$ cat config.mk
export PLATFORM = sky130hd
export DESIGN_NAME = sha1_message_digest_unit_flat
export DESIGN_NICKNAME = d
export VERILOG_FILES = /design/src/sha1md_pkg.sv /design/src/sha1md_if.sv /design/src/sha1_message_digest_unit.sv /design/src/flat_wrapper.sv
export SDC_FILE = /design/constraint.sdc
export NUM_CORES = 2
export LEC_CHECK = 0
export CAP_MARGIN = 40
export CORE_UTILIZATION = 28
export CTS_CLUSTER_DIAMETER = 80
export DETAILED_ROUTE_END_ITERATION = 8
export DONT_BUFFER_PORTS = 1
export GPL_TIMING_DRIVEN = 0
export SYNTH_ARGS = -nofsm -noshare
export SYNTH_HDL_FRONTEND = slang
export SYNTH_SLANG_ARGS = --single-unit
$ cat constraint.sdc
create_clock -name clk -period 38.9 [get_ports clk]
set_input_delay 0 -clock clk [delete_from_list [all_inputs] [get_ports clk]]
set_output_delay 0 -clock clk [all_outputs]
set_load 0.05 [all_outputs]
$ cat src/sha1md_pkg.sv
// ----------------------------------------------------------------------------
// sha1md_pkg
// constants and types shared by the sha-1 digest unit and its
// testbench
// ----------------------------------------------------------------------------
package sha1md_pkg;

  localparam int unsigned NumWords  = 5;
  localparam int unsigned NumRounds = 80;

  localparam logic [31:0] H0_INIT = 32'h67452301;
  localparam logic [31:0] H1_INIT = 32'hEFCDAB89;
  localparam logic [31:0] H2_INIT = 32'h98BADCFE;
  localparam logic [31:0] H3_INIT = 32'h10325476;
  localparam logic [31:0] H4_INIT = 32'hC3D2E1F0;

  localparam logic [31:0] K_ROUND0 = 32'h5A827999;
  localparam logic [31:0] K_ROUND1 = 32'h6ED9EBA1;
  localparam logic [31:0] K_ROUND2 = 32'h8F1BBCDC;
  localparam logic [31:0] K_ROUND3 = 32'hCA62C1D6;

  localparam logic [7:0] PAD_BYTE  = 8'h80;
  localparam logic [5:0] LEN_POS   = 6'd56;
  localparam logic [5:0] LAST_POS  = 6'd63;
  localparam logic [2:0] LAST_WORD = 3'd4;
  localparam logic [6:0] LAST_ROUND = 7'(NumRounds - 1);

  typedef enum logic [4:0] {
    ST_IDLE = 5'b00001,
    ST_PAD  = 5'b00010,
    ST_COMP = 5'b00100,
    ST_ADD  = 5'b01000,
    ST_EMIT = 5'b10000
  } state_t;

  function automatic logic [31:0] init_word(input logic [2:0] idx);
    logic [31:0] r;
    unique case (idx)
      3'd0:    r = H0_INIT;
      3'd1:    r = H1_INIT;
      3'd2:    r = H2_INIT;
      3'd3:    r = H3_INIT;
      default: r = H4_INIT;
    endcase
    return r;
  endfunction

endpackage

$ cat src/sha1md_if.sv
// ----------------------------------------------------------------------------
// sha1md_if
// valid/ready channels of the sha-1 digest unit: message bytes in, digest
// words out
// ----------------------------------------------------------------------------
interface sha1md_msg_if;
  logic       valid;
  logic       ready;
  logic [7:0] data_byte;
  logic       byte_present;
  logic       end_of_message;

  modport source (output valid, data_byte, byte_present, end_of_message, input ready);
  modport sink   (input valid, data_byte, byte_present, end_of_message, output ready);
endinterface

interface sha1md_dig_if;
  logic        valid;
  logic        ready;
  logic [31:0] digest_word;
  logic [2:0]  word_index;
  logic        last_word;

  modport source (output valid, digest_word, word_index, last_word, input ready);
  modport sink   (input valid, digest_word, word_index, last_word, output ready);
endinterface

$ cat src/sha1_message_digest_unit.sv
// ----------------------------------------------------------------------------
// sha1_message_digest_unit
// sha-1 over a byte stream: one shared round unit, 80 rounds per block,
// padding fed through the same byte path, digest out as five words
// ----------------------------------------------------------------------------
//  channel  dir  payload                                     transfer
//  msg      in   data_byte, byte_present, end_of_message     one item
//  digest   out  digest_word, word_index, last_word          one word
//
//  an item without block completion leaves the unit idle; a byte that fills
//  the block starts a compression (80 rounds in the shared round unit plus
//  the add); an end item pads one byte per cycle (up to 72 bytes) with one
//  or two compressions, then five digest transfers
//  msg.ready is high only while idle; digest words wait for digest.ready
//  synchronous reset restores the initial chaining words and clears counts
// ----------------------------------------------------------------------------
module sha1_message_digest_unit
  import sha1md_pkg::*;
(
  input  logic         clk,
  input  logic         rst,
  sha1md_msg_if.sink   msg,
  sha1md_dig_if.source digest
);

  state_t       state;
  logic [5:0]   fill;
  logic [63:0]  bit_total;
  logic [511:0] blk;
  logic [31:0]  chain [NumWords];
  logic [31:0]  a, b, c, d, e;
  logic [6:0]   round;
  logic [2:0]   word_idx;
  logic         pad_first;
  logic         len_phase;
  logic         pad_active;

  logic         in_fire;
  logic         put_en;
  logic [7:0]   put_val;
  logic         is_len;
  logic [5:0]   len_sh;
  logic [7:0]   len_byte;
  logic [31:0]  w0, w2, w8, w13, w_new;
  logic [31:0]  f, k, t;

  assign msg.ready = (state == ST_IDLE);
  assign in_fire   = msg.valid & msg.ready;

  assign len_sh   = {3'(3'd7 - fill[2:0]), 3'b000};
  assign len_byte = 8'(bit_total >> len_sh);
  assign is_len   = !pad_first && (len_phase || fill == LEN_POS);

  always_comb begin
    put_en  = 1'b0;
    put_val = msg.data_byte;
    if (state == ST_PAD) begin
      put_en = 1'b1;
      if (pad_first) begin
        put_val = PAD_BYTE;
      end else if (is_len) begin
        put_val = len_byte;
      end else begin
        put_val = 8'h00;
      end
    end else if (in_fire && msg.byte_present) begin
      put_en = 1'b1;
    end
  end

  // message schedule window, word t at the top
  assign w0    = blk[511:480];
  assign w2    = blk[447:416];
  assign w8    = blk[255:224];
  assign w13   = blk[95:64];
  assign w_new = {(w13 ^ w8 ^ w2 ^ w0) << 1} | 32'((w13 ^ w8 ^ w2 ^ w0) >> 31);

  always_comb begin
    if (round < 7'd20) begin
      f = (b & c) | (~b & d);
      k = K_ROUND0;
    end else if (round < 7'd40) begin
      f = b ^ c ^ d;
      k = K_ROUND1;
    end else if (round < 7'd60) begin
      f = (b & c) | (b & d) | (c & d);
      k = K_ROUND2;
    end else begin
      f = b ^ c ^ d;
      k = K_ROUND3;
    end
  end

  assign t = {a[26:0], a[31:27]} + f + e + k + w0;

  // control
  always_ff @(posedge clk) begin
    if (rst) begin
      state      <= ST_IDLE;
      fill       <= '0;
      bit_total  <= '0;
      round      <= '0;
      word_idx   <= '0;
      pad_first  <= 1'b0;
      len_phase  <= 1'b0;
      pad_active <= 1'b0;
      for (int i = 0; i < NumWords; i++) begin
        chain[i] <= init_word(3'(i));
      end
    end else begin
      if (put_en) begin
        fill <= fill + 6'd1;
      end
      unique case (state)
        ST_IDLE: begin
          if (in_fire) begin
            pad_first  <= msg.end_of_message;
            pad_active <= msg.end_of_message;
            if (msg.byte_present) begin
              bit_total <= bit_total + 64'd8;
            end
            if (msg.byte_present && fill == LAST_POS) begin
              state <= ST_COMP;
            end else if (msg.end_of_message) begin
              state <= ST_PAD;
            end
          end
        end
        ST_PAD: begin
          pad_first <= 1'b0;
          if (is_len) begin
            len_phase <= 1'b1;
          end
          if (fill == LAST_POS) begin
            state <= ST_COMP;
          end
        end
        ST_COMP: begin
          if (round == LAST_ROUND) begin
            round <= '0;
            state <= ST_ADD;
          end else begin
            round <= round + 7'd1;
          end
        end
        ST_ADD: begin
          chain[0] <= chain[0] + a;
          chain[1] <= chain[1] + b;
          chain[2] <= chain[2] + c;
          chain[3] <= chain[3] + d;
          chain[4] <= chain[4] + e;
          if (len_phase) begin
            state <= ST_EMIT;
          end else if (pad_active) begin
            state <= ST_PAD;
          end else begin
            state <= ST_IDLE;
          end
        end
        ST_EMIT: begin
          if (digest.ready) begin
            if (word_idx == LAST_WORD) begin
              word_idx   <= '0;
              bit_total  <= '0;
              len_phase  <= 1'b0;
              pad_active <= 1'b0;
              state      <= ST_IDLE;
              for (int i = 0; i < NumWords; i++) begin
                chain[i] <= init_word(3'(i));
              end
            end else begin
              word_idx <= word_idx + 3'd1;
            end
          end
        end
        default: state <= ST_IDLE;
      endcase
    end
  end

  // datapath
  always_ff @(posedge clk) begin
    if (put_en) begin
      blk <= {blk[503:0], put_val};
    end else if (state == ST_COMP) begin
      blk <= {blk[479:0], w_new};
    end
    if (put_en && fill == LAST_POS) begin
      a <= chain[0];
      b <= chain[1];
      c <= chain[2];
      d <= chain[3];
      e <= chain[4];
    end else if (state == ST_COMP) begin
      e <= d;
      d <= c;
      c <= {b[1:0], b[31:2]};
      b <= a;
      a <= t;
    end
  end

  assign digest.valid       = (state == ST_EMIT);
  assign digest.digest_word = chain[word_idx];
  assign digest.word_index  = word_idx;
  assign digest.last_word   = (word_idx == LAST_WORD);

  a_no_overlap: assert property (@(posedge clk) disable iff (rst)
    !(msg.ready && digest.valid))
    else $error("input ready while digest pending");

  a_index_range: assert property (@(posedge clk) disable iff (rst)
    digest.valid |-> (digest.word_index <= LAST_WORD))
    else $error("digest word index out of range");

  a_round_range: assert property (@(posedge clk) disable iff (rst)
    (state == ST_COMP) |-> (round <= LAST_ROUND))
    else $error("round counter out of range");

  a_restart: assert property (@(posedge clk) disable iff (rst)
    (digest.valid && digest.ready && digest.last_word) |=>
      (msg.ready && fill == 6'd0 && bit_total == 64'd0 && chain[0] == H0_INIT))
    else $error("state not restored after digest");

  a_comp_entry: assert property (@(posedge clk) disable iff (rst)
    (state != ST_COMP) ##1 (state == ST_COMP) |-> (fill == 6'd0 && round == 7'd0))
    else $error("compression started off a block boundary");

endmodule

$ cat src/flat_wrapper.sv
// flat-port wrapper written by rule: the top's interface ports become plain ports
module sha1_message_digest_unit_flat import sha1md_pkg::*;
  (clk, rst, msg_valid, msg_data_byte, msg_byte_present, msg_end_of_message, msg_ready, digest_valid, digest_digest_word, digest_word_index, digest_last_word, digest_ready);
  sha1md_msg_if msg_i ();
  sha1md_dig_if digest_i ();
  input  logic clk;
  input  logic rst;
  input wire logic [$bits(msg_i.valid)-1:0] msg_valid;
  input wire logic [$bits(msg_i.data_byte)-1:0] msg_data_byte;
  input wire logic [$bits(msg_i.byte_present)-1:0] msg_byte_present;
  input wire logic [$bits(msg_i.end_of_message)-1:0] msg_end_of_message;
  output wire logic [$bits(msg_i.ready)-1:0] msg_ready;
  output wire logic [$bits(digest_i.valid)-1:0] digest_valid;
  output wire logic [$bits(digest_i.digest_word)-1:0] digest_digest_word;
  output wire logic [$bits(digest_i.word_index)-1:0] digest_word_index;
  output wire logic [$bits(digest_i.last_word)-1:0] digest_last_word;
  input wire logic [$bits(digest_i.ready)-1:0] digest_ready;
  assign msg_i.valid = msg_valid;
  assign msg_i.data_byte = msg_data_byte;
  assign msg_i.byte_present = msg_byte_present;
  assign msg_i.end_of_message = msg_end_of_message;
  assign msg_ready = msg_i.ready;
  assign digest_valid = digest_i.valid;
  assign digest_digest_word = digest_i.digest_word;
  assign digest_word_index = digest_i.word_index;
  assign digest_last_word = digest_i.last_word;
  assign digest_i.ready = digest_ready;
  sha1_message_digest_unit u_core (.clk(clk), .rst(rst), .msg(msg_i), .digest(digest_i));
endmodule
==> results_dict.tcl <==
set metrics [dict create \
    ys.flop_type "edfxtp_1" \
    grt_pass1_vias 38800 \
    vias 40300 \
    netlist_area_sq_um 52900 \
    syn_avg_cell_area_sq_um 9.81 \
    clkLatencyLatePin_ns 0.75 \
    endpoint_kind "flip-flop" \
    place_inst 7940 \
    maxCapViolCount 0 \
    setup_tns_ns 0 \
    cts.clk_slew.worst_paths_ns 0.06 \
    grt_first_pass_wirelength_mm 247 \
    dieArea_sq_um 191000 \
    crit_required_ns 39.36 \
    maxSlewHeadroom_pct 34.7 \
    max_slew.worst_pin.slew_ns 0.980 \
    cpPeakStageDelay_ns 0.74 \
    drv_slew 0 \
    synth_top_area_cell "edfxtp_1" \
    fp-row-count 159 \
    crit_path_frequent_cell "fa_1" \
    h-tree-depth 3 \
    tritoncts "done" \
    leakage_nw 23.5 \
    post_cts_buffers 0 \
    grt_antenna_before_repair 0 \
    clockBufferDepth 3 \
    synth_cell_types 77 \
    yosysWarnings 0 \
    synth_area_leaders "edfxtp_1, nand2_1, ha_1, fa_1, xnor2_1" \
    synthCells 5393 \
    area_delta_synth_final_pct 13.9 \
    clock_skew_ns 0.0355 \
    cp_max_fo 9 \
    powerDensity_nw_per_um2 68.3 \
    ant_nets 0 \
    fin_crit_ns 7.73 \
    cts_root_buf "clkbuf_16" \
    status "complete, no violations" \
    cp.arrival_ns 8.19 \
    yosys-top-cells-count "nand2_1, edfxtp_1, nor2_1" \
    port-buffer-count 0 \
    setup_violations 0 \
    die_width_microns 437 \
    grt_max_degree 67 \
    layout-drive-gt1-share_pct 5.37 \
    hold_class "primary input to flip-flop" \
    dp_slack_ns 31.29 \
    cp-start-kind "flip-flop" \
    ir_worst_vdd_mv 0.0351 \
    drt_first_pass_iters 9 \
    synth_edf_count 832 \
    coreArea_sq_um 188000 \
    nNetsFinal 5926 \
    synth.ff_latch_count 920 \
    cts_resized 0 \
    dr.first_iter.drc_count 4134 \
    async_flop_share_pct 0 \
    synth_top_area_share_pct 47.2 \
    dp_hpwl_mm 127 \
    finalNonFillerCells 8140 \
    gp_congestion 0.943 \
    fmax_mhz 129 \
    synth_most_common_cell "nand2_1" \
    hold_viol 0 \
    syn-num-nets 5757 \
    grt_setup_unrepaired "no" \
    crit_type "flip-flop to flip-flop" \
    fin_ws_ns 31.17 \
    final_core_util_pct 32.1 \
    initial_core_util_pct 28.2 \
    fin_crit_sh_pct 19.9 \
    seq_area_frac_synth_pct 50.6 \
    fill_cells 19100 \
    track_usage_pct 17.0 \
    grt_overflow_total 0 \
    cts.sink_count 920 \
    hold_buffers 15 \
    drc 0 \
    ios 52 \
    via_per_inst 4.95 \
    avgRoutedWirePerCell_microns 20.3 \
    fp.dieH_microns 437 \
    critPathSlowestCell "nand2_1" \
    routed_wl_mm 165 \
    cts_buffers 100 \
]
## cells in the final DEF (no fill, tap or decap), types with 15 or more instances in the layout
cell           instances
xor2_1               106
edfxtp_1             832
dfxtp_1               88
nor2_1               294
clkbuf_1             224
a211oi_1              22
clkbuf_16            100
ha_1                 226
o21a_1                30
clkinv_1              26
xnor2_1              209
o21bai_1              29
nand4_1               38
o32ai_1               20
o21ai_0              182
or3_1                 24
a21o_1                83
a31oi_1               17
nor3_1                42
a21oi_1              186
dlygate4sd3_1         15
mux2_2                39
nor2b_1               43
inv_1                215
and3_1                33
nand2b_1              33
mux4_2                45
nand3_1               43
nand2_1             1988
fa_1                 124
## final timing paths
kind	from	end	slack, ns	cells past startpoint
worst min-delay path	rst	u_core.fill[1]	0.05	2
worst min register to register	u_core.bit_total[63]	u_core.bit_total[63]	0.49	2
worst max register to register	u_core.round[3]	u_core.a[20]	31.17	25
worst max-delay path	u_core.round[3]	u_core.a[20]	31.17	25
## kinds of logic (layout without fill, tap and decap cells)
family | after synthesis | after routing | share of synthesized area (%)
mux | 94 | 94 | 2.94
other cells | 0 | 1 | 0
xor+xnor | 315 | 315 | 5.22
flops | 920 | 920 | 50.6
fa+ha+maj | 350 | 350 | 10.0
compound gates | 684 | 684 | 8.23
simple gates | 2600 | 2600 | 19.9
buf+inv | 430 | 681 | 3.06
## per-layer routing
layer  part of all wire, %  wire (microns)  track usage, %
met1                    44           72700            23.8
met4                   2.3            3720            4.39
met5                     0               0               0
met2                    46           75700            27.0
met3                   7.8           12800            2.95
## worst max-delay path: cells and delay by family, from the launching register on
| kind | cells | cell delay, ns |
|---|---|---|
| compound gates | 8 | 1.93 |
| fa+ha+maj | 4 | 1.88 |
| simple gates | 6 | 1.84 |
| buf+inv | 6 | 1.21 |
| flops | 1 | 0.36 |
| xor+xnor | 1 | 0.21 |
## stage by stage
step / power [mW] / hold slack, ns / cell area (sq um)
6_report: 4.11 / 0.0506 / 60200
5_1_grt: 4.36 / 0.0882 / 60200
4_1_cts: 4.12 / 0.00339 / 60200
3_5_place_dp: 3.15 / 0.0739 / 56800
3_3_place_gp: 3.28 / 0.0751 / 56000
2_1_floorplan: 2.78 / 0.0691 / 52900
## power breakdown
| part | switching, mW | internal (mW) |
|---|---|---|
| combinational | 0.926 | 0.529 |
| sequential | 0.201 | 1.49 |
| clock | 0.430 | 0.535 |
## registers in the layout, indices dropped and copies added, names as in the netlist, named ones only
name                      flops
u_core.b                     32
u_core.pad_active             1
u_core.blk                  512
u_core.c                     32
u_core.pad_first              1
u_core.len_phase              1
u_core.chain                160
u_core.e                     32
u_core.d                     32
u_core.bit_total             61
u_core.round                  7
u_core.digest.word_index      3
u_core.a                     32
u_core.state                  5
u_core.fill                   6
## cell type report
class / count / area (sq um) / share of cell area, %
Buffer: 214 / 808 / 1.34
Antenna cell: 1 / 2.50 / 0.00416
Inverter: 216 / 811 / 1.35
Sequential cell: 920 / 26700 / 44.4
Timing Repair Buffer: 67 / 941 / 1.56
Clock buffer: 132 / 2690 / 4.47
Clock inverter: 52 / 549 / 0.912
Tap cell: 2495 / 3120 / 5.18
Multi-Input combinational cell: 4043 / 24600 / 40.8
Power figures use the tool's default switching activity.
